$ cat src/rtl/bsrr_pkg.sv
// Types and constants of the battery serial request responder.
package bsrr_pkg;

  localparam logic [7:0] SOF_BYTE   = 8'hDD;
  localparam logic [7:0] CMD_READ   = 8'hA5;
  localparam logic [7:0] PAD_BYTE   = 8'h00;
  localparam logic [7:0] EOF_BYTE   = 8'h77;
  localparam logic [7:0] STATUS_OK  = 8'h00;
  localparam logic [7:0] STATUS_ERR = 8'h80;

  localparam logic [7:0] REG_INFO  = 8'h03;
  localparam logic [7:0] REG_CELLS = 8'h04;
  localparam logic [7:0] REG_NAME  = 8'h05;

  localparam logic [15:0] CK_INFO  = 16'hFFFD;
  localparam logic [15:0] CK_CELLS = 16'hFFFC;
  localparam logic [15:0] CK_NAME  = 16'hFFFB;

  // Whole frame lengths: header (4) + payload + checksum (2) + end byte.
  localparam logic [5:0] LEN_INFO  = 6'd45;
  localparam logic [5:0] LEN_CELLS = 6'd15;
  localparam logic [5:0] LEN_NAME  = 6'd13;
  localparam logic [5:0] LEN_ERROR = 6'd7;
  localparam logic [5:0] LEN_FIXED = 6'd7;

  typedef enum logic [2:0] {
    CFG_PACK_VOLTAGE       = 3'd0,
    CFG_PACK_CURRENT       = 3'd1,
    CFG_REMAINING_CAPACITY = 3'd2,
    CFG_FULL_CAPACITY      = 3'd3,
    CFG_CHARGE_CYCLES      = 3'd4,
    CFG_STATE_OF_CHARGE    = 3'd5
  } cfg_idx_e;

  typedef enum logic [1:0] {
    FK_INFO  = 2'd0,
    FK_CELLS = 2'd1,
    FK_NAME  = 2'd2,
    FK_ERROR = 2'd3
  } frame_kind_e;

  typedef enum logic [7:0] {
    ST_SOF  = 8'b0000_0001,
    ST_CMD  = 8'b0000_0010,
    ST_REG  = 8'b0000_0100,
    ST_PAD  = 8'b0000_1000,
    ST_CKH  = 8'b0001_0000,
    ST_CKL  = 8'b0010_0000,
    ST_EOF  = 8'b0100_0000,
    ST_EMIT = 8'b1000_0000
  } state_e;

endpackage

$ cat src/rtl/bms_serial_request_responder_core.sv
// Top level: request frame parser and response frame sequencer.
//
//  channel | direction | words           | handshake
//  --------+-----------+-----------------+----------------------------------
//  rx      | in        | rx_byte_i       | in_valid_i / in_stall_o
//  tx      | out       | tx_byte_o,      | out_valid_o / out_stall_i
//          |           | last_byte_o     |
//  cfg     | in        | cfg_data_i      | cfg_we_i, cfg_index_i, no wait
//
// Request words are taken while rx is not stalled. The end word of a
// well-framed request starts the sequencer, which builds one response word a
// cycle while tx is not stalled (45 for register 3, 15 for 4, 13 for 5, 7 for
// the error frame), the single 16-bit accumulator forming the checksum on the
// fly. The rx side is stalled from the end word until the last response word
// is loaded into the output register. Stalls on tx hold that register and
// freeze the sequencer. Reset clears the parser, the sequencer and the output
// valid, and loads the configuration registers with their defaults.
module bms_serial_request_responder_core import bsrr_pkg::*; (
  input  logic        clk_i,
  input  logic        rst_ni,
  input  logic        in_valid_i,
  output logic        in_stall_o,
  input  logic [7:0]  rx_byte_i,
  output logic        out_valid_o,
  input  logic        out_stall_i,
  output logic [7:0]  tx_byte_o,
  output logic        last_byte_o,
  input  logic        cfg_we_i,
  input  logic [2:0]  cfg_index_i,
  input  logic [15:0] cfg_data_i
);

  // Configuration registers
  logic [15:0]        pack_voltage_q;
  logic signed [15:0] pack_current_q;
  logic [15:0]        remaining_capacity_q;
  logic [15:0]        full_capacity_q;
  logic [15:0]        charge_cycles_q;
  logic [6:0]         state_of_charge_q;

  // Parser and sequencer state
  state_e      state_q, state_d;
  logic [7:0]  reg_num_q;
  logic [15:0] rx_ck_q;
  frame_kind_e kind_q, kind_w;
  logic [5:0]  len_q, len_w;
  logic [5:0]  idx_q;
  logic [15:0] sum_q;

  // Output register
  logic        out_valid_q;
  logic [7:0]  tx_q;
  logic        last_q;

  logic        accept;
  logic        load;
  logic        frame_end;
  logic        sum_en;
  logic [5:0]  pay_idx;
  logic [15:0] ck_w;
  logic [7:0]  info_byte, cells_byte, name_byte, pay_byte, byte_w;

  assign in_stall_o  = (state_q == ST_EMIT);
  assign accept      = in_valid_i && !in_stall_o;
  // In the emit state, load a new word whenever the output register is free or being taken.
  assign load        = (state_q == ST_EMIT) && (!out_valid_q || !out_stall_i);
  assign frame_end   = (idx_q == len_q - 6'd1);
  assign out_valid_o = out_valid_q;
  assign tx_byte_o   = tx_q;
  assign last_byte_o = last_q;

  // Classify the request once the whole frame is in.
  always_comb begin
    priority if (reg_num_q == REG_INFO && rx_ck_q == CK_INFO) begin
      kind_w = FK_INFO;
      len_w  = LEN_INFO;
    end else if (reg_num_q == REG_CELLS && rx_ck_q == CK_CELLS) begin
      kind_w = FK_CELLS;
      len_w  = LEN_CELLS;
    end else if (reg_num_q == REG_NAME && rx_ck_q == CK_NAME) begin
      kind_w = FK_NAME;
      len_w  = LEN_NAME;
    end else begin
      kind_w = FK_ERROR;
      len_w  = LEN_ERROR;
    end
  end

  // Parser walk; a nonzero pad word leaves it waiting on the pad.
  always_comb begin
    state_d = state_q;
    unique case (state_q)
      ST_SOF:  if (accept) state_d = (rx_byte_i == SOF_BYTE) ? ST_CMD : ST_SOF;
      ST_CMD:  if (accept) state_d = (rx_byte_i == CMD_READ) ? ST_REG : ST_SOF;
      ST_REG:  if (accept) state_d = ST_PAD;
      ST_PAD:  if (accept && rx_byte_i == PAD_BYTE) state_d = ST_CKH;
      ST_CKH:  if (accept) state_d = ST_CKL;
      ST_CKL:  if (accept) state_d = ST_EOF;
      ST_EOF:  if (accept) state_d = (rx_byte_i == EOF_BYTE) ? ST_EMIT : ST_SOF;
      ST_EMIT: if (load && frame_end) state_d = ST_SOF;
      default: state_d = ST_SOF;
    endcase
  end

  // Payload position of the word being built.
  assign pay_idx = idx_q - 6'd4;

  // Register 3 payload: live telemetry mixed with fixed template words.
  always_comb begin
    unique case (pay_idx)
      6'd0:    info_byte = pack_voltage_q[15:8];
      6'd1:    info_byte = pack_voltage_q[7:0];
      6'd2:    info_byte = pack_current_q[15:8];
      6'd3:    info_byte = pack_current_q[7:0];
      6'd4:    info_byte = remaining_capacity_q[15:8];
      6'd5:    info_byte = remaining_capacity_q[7:0];
      6'd6:    info_byte = full_capacity_q[15:8];
      6'd7:    info_byte = full_capacity_q[7:0];
      6'd8:    info_byte = charge_cycles_q[15:8];
      6'd9:    info_byte = charge_cycles_q[7:0];
      6'd10:   info_byte = 8'h29;
      6'd11:   info_byte = 8'h98;
      6'd12:   info_byte = 8'h00;
      6'd13:   info_byte = 8'h05;
      6'd14:   info_byte = 8'hF0;
      6'd15:   info_byte = 8'hF0;
      6'd16:   info_byte = 8'hF0;
      6'd17:   info_byte = 8'hF0;
      6'd18:   info_byte = 8'h11;
      6'd19:   info_byte = {1'b0, state_of_charge_q};
      6'd20:   info_byte = 8'h03;
      6'd21:   info_byte = 8'h04;
      6'd22:   info_byte = 8'h03;
      6'd23:   info_byte = 8'h0B;  // 3004
      6'd24:   info_byte = 8'hBC;
      6'd25:   info_byte = 8'h0B;  // 2964
      6'd26:   info_byte = 8'h94;
      6'd27:   info_byte = 8'h0B;  // 2954
      6'd28:   info_byte = 8'h8A;
      6'd29:   info_byte = 8'h37;  // 55
      6'd30:   info_byte = 8'h00;
      6'd31:   info_byte = 8'h00;
      6'd32:   info_byte = full_capacity_q[15:8];
      6'd33:   info_byte = full_capacity_q[7:0];
      6'd34:   info_byte = remaining_capacity_q[15:8];
      6'd35:   info_byte = remaining_capacity_q[7:0];
      6'd36:   info_byte = 8'h02;  // 558 mA balance current
      6'd37:   info_byte = 8'h2E;
      default: info_byte = 8'h00;
    endcase
  end

  // Register 4 payload: four cell voltages in mV.
  always_comb begin
    unique case (pay_idx)
      6'd0:    cells_byte = 8'h0C;
      6'd1:    cells_byte = 8'h33;
      6'd2:    cells_byte = 8'h0C;
      6'd3:    cells_byte = 8'h44;
      6'd4:    cells_byte = 8'h0C;
      6'd5:    cells_byte = 8'h4E;
      6'd6:    cells_byte = 8'h0C;
      6'd7:    cells_byte = 8'h58;
      default: cells_byte = 8'h00;
    endcase
  end

  // Register 5 payload: length-prefixed name string.
  always_comb begin
    unique case (pay_idx)
      6'd0:    name_byte = 8'h05;
      6'd1:    name_byte = 8'h4D;
      6'd2:    name_byte = 8'h59;
      6'd3:    name_byte = 8'h42;
      6'd4:    name_byte = 8'h4D;
      6'd5:    name_byte = 8'h53;
      default: name_byte = 8'h00;
    endcase
  end

  always_comb begin
    unique case (kind_q)
      FK_INFO:  pay_byte = info_byte;
      FK_CELLS: pay_byte = cells_byte;
      FK_NAME:  pay_byte = name_byte;
      FK_ERROR: pay_byte = 8'h00;
      default:  pay_byte = 8'h00;
    endcase
  end

  // Checksum is the two's complement of the accumulated sum; by the time the
  // first checksum word is built, every summed word has gone through.
  assign ck_w = 16'h0000 - sum_q;

  // Frame assembly: header, payload, checksum, end word.
  always_comb begin
    priority if (idx_q == 6'd0) begin
      byte_w = SOF_BYTE;
    end else if (idx_q == 6'd1) begin
      byte_w = reg_num_q;
    end else if (idx_q == 6'd2) begin
      byte_w = (kind_q == FK_ERROR) ? STATUS_ERR : STATUS_OK;
    end else if (idx_q == 6'd3) begin
      byte_w = {2'b00, len_q - LEN_FIXED};
    end else if (frame_end) begin
      byte_w = EOF_BYTE;
    end else if (idx_q == len_q - 6'd2) begin
      byte_w = ck_w[7:0];
    end else if (idx_q == len_q - 6'd3) begin
      byte_w = ck_w[15:8];
    end else begin
      byte_w = pay_byte;
    end
  end

  // Sum covers the status word through the end of the payload.
  assign sum_en = (idx_q >= 6'd2) && (idx_q < len_q - 6'd3);

  // Configuration writes; indexes past the list are dropped.
  always_ff @(posedge clk_i or negedge rst_ni) begin
    if (!rst_ni) begin
      pack_voltage_q       <= 16'd1240;
      pack_current_q       <= 16'sd450;
      remaining_capacity_q <= 16'd28000;
      full_capacity_q      <= 16'd30400;
      charge_cycles_q      <= 16'd386;
      state_of_charge_q    <= 7'd89;
    end else if (cfg_we_i) begin
      unique case (cfg_index_i)
        CFG_PACK_VOLTAGE:       pack_voltage_q       <= cfg_data_i;
        CFG_PACK_CURRENT:       pack_current_q       <= cfg_data_i;
        CFG_REMAINING_CAPACITY: remaining_capacity_q <= cfg_data_i;
        CFG_FULL_CAPACITY:      full_capacity_q      <= cfg_data_i;
        CFG_CHARGE_CYCLES:      charge_cycles_q      <= cfg_data_i;
        CFG_STATE_OF_CHARGE:    state_of_charge_q    <= cfg_data_i[6:0];
        default: ;
      endcase
    end
  end

  // Control state
  always_ff @(posedge clk_i or negedge rst_ni) begin
    if (!rst_ni) begin
      state_q     <= ST_SOF;
      idx_q       <= 6'd0;
      out_valid_q <= 1'b0;
    end else begin
      state_q <= state_d;
      if (state_q == ST_EOF && accept) begin
        idx_q <= 6'd0;
      end else if (load) begin
        idx_q <= idx_q + 6'd1;
      end
      if (load) begin
        out_valid_q <= 1'b1;
      end else if (out_valid_q && !out_stall_i) begin
        out_valid_q <= 1'b0;
      end
    end
  end

  // Payload and datapath registers
  always_ff @(posedge clk_i) begin
    if (state_q == ST_REG && accept) begin
      reg_num_q <= rx_byte_i;
    end
    if (state_q == ST_CKH && accept) begin
      rx_ck_q[15:8] <= rx_byte_i;
    end
    if (state_q == ST_CKL && accept) begin
      rx_ck_q[7:0] <= rx_byte_i;
    end
    if (state_q == ST_EOF && accept) begin
      kind_q <= kind_w;
      len_q  <= len_w;
      sum_q  <= 16'h0000;
    end else if (load && sum_en) begin
      sum_q <= sum_q + {8'h00, byte_w};
    end
    if (load) begin
      tx_q   <= byte_w;
      last_q <= frame_end;
    end
  end

endmodule

$ cat config.mk
export PLATFORM = sky130hd
export DESIGN_NAME = bms_serial_request_responder_core
export DESIGN_NICKNAME = d
export VERILOG_FILES = /design/src/rtl/bsrr_pkg.sv /design/src/rtl/bms_serial_request_responder_core.sv
export SDC_FILE = /design/constraint.sdc
export NUM_CORES = 1
export LEC_CHECK = 0
export BUFFER_PORTS_ARGS = -buffer_cell sky130_fd_sc_hd__buf_2
export CAP_MARGIN = 20
export CORE_ASPECT_RATIO = 1.2
export CORE_UTILIZATION = 55
export DETAILED_ROUTE_END_ITERATION = 7
export PLACE_DENSITY = 0.76
export SETUP_SLACK_MARGIN = 0.05
export SLEW_MARGIN = 20
export SYNTH_ARGS = -nofsm -noshare
export SYNTH_HDL_FRONTEND = slang
export SYNTH_SLANG_ARGS = --single-unit
export TNS_END_PERCENT = 100
$ cat constraint.sdc
create_clock -name clk_i -period 6.18 [get_ports clk_i]
set_input_delay 0.309 -clock clk_i [delete_from_list [all_inputs] [get_ports clk_i]]
set_output_delay 0.309 -clock clk_i [all_outputs]
set_load 0.005 [all_outputs]
==> impl_metrics.yaml <==
clock_network:
  postCtsSetupRepairBufs: 0
  htree_num_levels: 4
  ctsResizeCount: 0
  cts_tree: "yes"
  insertion_delay_ns: 0.44
  numCtsBuffers: 17
  cts.sinks: 155
  clk_pin_slew_worst_paths_ns: 0.07
  root_buffer: "clkbuf_16"
  clk_path_buf_depth: 2
sta:
  grt_setup_unrepaired: "false"
  relSlewSlack_pct: 32.8
  finalCriticalPeriod_ns: 5.66
  slew_viol_final: 0
  setup_viol: 0
  worst_slack_ns: 0.521
  tightestPinTransition_ns: 1.00
  max_freq_mhz: 177
  tns_ns: 0
  skew_ns: 0.0125
  hold_viol: 0
  finalCritPeriodShare_pct: 91.6
routing:
  vias: 7817
  wl_mm: 26.3
  post_drt_wl_per_cell_microns: 22.0
  drc_errors: 0
  drt_iter0_drc: 648
  ant_nets: 0
  vias_per_cell: 6.56
  drt_first_pass_iters: 5
synthesis:
  synth_top_area_share_pct: 18.9
  netlist_top_cells_area: "dfrtp_1 (19%), edfxtp_1 (12%), mux2_2 (11%), dfstp_2 (8.7%), dfxtp_1 (3.4%)"
  syn_inst: 937
  syn-mean-instance-area_sq_um: 10.0
  synth_mux_area_share_pct: 11.7
  yosysSeqAreaShare_pct: 42.9
  yosysWarnings: 0
  ys_types: 83
  yosysTopAreaCell: "dfrtp_1"
  synth-seq-cells: 155
  synth_edf_count: 37
  async_flop_share_pct: 65.8
  synth_top_family_by_area: "compound AO/OA/AOI/OAI gates"
  synth_flop_cell: "dfrtp_1"
  synth-adder-area-share_pct: 3.55
  synth-simple-area-share_pct: 17.3
  syn_area_sq_um: 9380
  synth_compound_area_share_pct: 18.1
  synthXorXnorAreaFrac_pct: 2.89
  synth_nets: 995
place:
  io_buffers: 42
  pre_cts_ws_ns: 0.632
  postPlaceCellArea_sq_um: 9820
  hpwl_mm: 18.9
  gp_congestion: 0.995
  dp_cells: 1157
min_path:
  hold_path_class: "in2reg"
power_and_ir_drop:
  irDropWorstVdd_mv: 0.188
  leakage_uw: 0.00414
  powerDensity_nw_per_um2: 253
die:
  core_area_sq_um: 16500
  die_area_sq_um: 17600
  start_util_pct: 57.0
  die_w_microns: 121
  rows: 51
  pin_count: 43
  chipHeight_microns: 145
critical_path:
  required_ns: 6.48
  cp-start-kind: "register"
  critPathMaxFanout: 25
  crit_type: "reg2reg"
  crit_arrival_ns: 5.96
  end_kind: "register"
global_routing:
  grt_pass1_vias: 7795
  grt_pass1_wl_mm: 41.7
  grt_usage_pct: 31.1
  grt.overflow.total: 0
  antenna_found_initial: 0
  grt_max_degree: 63
cells_and_area:
  final_core_util_pct: 63.5
  drive_above_1_share_pct: 25.7
  n_fill_cell: 1369
  instances_no_fill: 1191
  fin_nets: 1024
  diodes: 0
  syn2layout_area_growth_pct: 11.4
  fin_area_sq_um: 10500
outcome:
  outcome: "finished clean"
run:
  cap_violations: 0
[per-layer routing]
metal | routed length [microns] | track usage (%)
met4 | 966 | 14.0
met2 | 13300 | 53.6
met3 | 1580 | 5.58
met1 | 10400 | 37.4
met5 | 0 | 0
[cells by family (layout without fill, tap and decap cells)]
kind of cell	after synthesis	count (layout)
flops	155	155
fa+ha+maj	26	26
xor+xnor	31	31
compound gates	242	242
buf+inv	74	116
mux	99	99
simple gates	310	310
[worst max-delay path, cell delays in order (launching register included)]
cell       delay (ns)
dfrtp_1          0.54
inv_1            0.17
ha_1             0.71
nor2_1           0.24
a21bo_4          0.35
a21oi_1          0.50
a31oi_1          0.12
nor3_1           0.22
nand4_1          0.10
a2111oi_0        0.73
o41ai_1          0.30
ha_1             0.39
o21ai_0          0.11
a21boi_0         0.24
o21ai_0          0.17
a21oi_1          0.28
nand4_1          0.14
xor2_1           0.14
nor2_1           0.05
[per-stage QoR]
stage               power, uW  hold slack, ns
detailed placement       1570           0.315
finish                   2650           0.110
global route             2740          0.0992
CTS                      2660          0.0983
floorplan                1460          0.0134
global placement         1560           0.311
[area by class of cell]
| type | instances | area, sq um | area share [%] |
|---|---|---|---|
| clock buffers | 17 | 425 | 4.07 |
| clock inverters | 15 | 180 | 1.72 |
| inverters | 17 | 63.8 | 0.610 |
| multi-input cells | 708 | 5090 | 48.7 |
| flip-flops and latches | 155 | 4020 | 38.5 |
| well taps | 212 | 265 | 2.54 |
| repair buffers | 67 | 407 | 3.89 |
[sequential cells by signal, summed over array words and instances (netlist names)]
name                  flops
full_capacity_q          16
pack_current_q           16
pack_voltage_q           16
rx_ck_q                  16
remaining_capacity_q     16
len_q                     3
tx_byte_o                 8
kind_q                    1
last_byte_o               1
charge_cycles_q          16
out_valid_o               1
state_q                   8
reg_num_q                 8
idx_q                     6
state_of_charge_q         7
sum_q                    16
[cell usage after synthesis (9+ instances only)]
cell and instances:
mux2_2 89, xor2_1 16, a31oi_1 9, and2_1 12
a221oi_1 9, mux2i_1 10, a22oi_1 28, xnor2_1 15
nor2b_1 9, nor2_1 64, nand3_1 37, and3_1 10
nand2_1 74, clkbuf_1 41, ha_1 25, edfxtp_1 37
dfxtp_1 16, dfrtp_1 71, nor4_1 12, dfstp_2 31
nor3_1 20, inv_1 17, o22ai_1 16, nand4_1 17
a21oi_1 41, a22o_1 9, o21ai_0 53
[report_power, final]
group / total (uW) / switching (uW) / internal, uW
Combinational: 251 / 109 / 141
Clock: 1080 / 474 / 611
Sequential: 1310 / 104 / 1210
[placed cells by master, fill, tap and decap left out, drive strengths merged, types with 16 or more instances in the layout]
cell type	count
mux2	89
nand2	74
dfrtp	71
buf	66
nor2	65
o21ai	55
a21oi	43
nand3	37
edfxtp	37
dfstp	31
a22oi	28
ha	25
inv	25
nor3	21
nand4	17
clkbuf	17
o22ai	16
xor2	16
dfxtp	16
[what timing repair did]
| item | 4_1_cts | 5_1_grt |
|---|---|---|
| endpoints found under the hold margin | 28 | 0 |
| hold buffers | 1 | 0 |
| endpoints found under the setup margin | 0 | 0 |
[worst paths after layout]
| check | from | end | slack (ns) | cells past startpoint |
|---|---|---|---|---|
| worst max-delay path | idx_q[3] | sum_q[12] | 0.52 | 18 |
| worst min-delay path | rx_byte_i[6] | rx_ck_q[14] | 0.11 | 1 |
| worst max register to register | idx_q[3] | sum_q[12] | 0.52 | 18 |
| worst min register to register | pack_voltage_q[14] | pack_voltage_q[14] | 0.51 | 1 |
| max in group asynchronous | rst_ni | pack_voltage_q[1] | 4.62 | 3 |
| min in group asynchronous | rst_ni | idx_q[0] | 0.39 | 2 |
(Power assumes the default switching activity.)
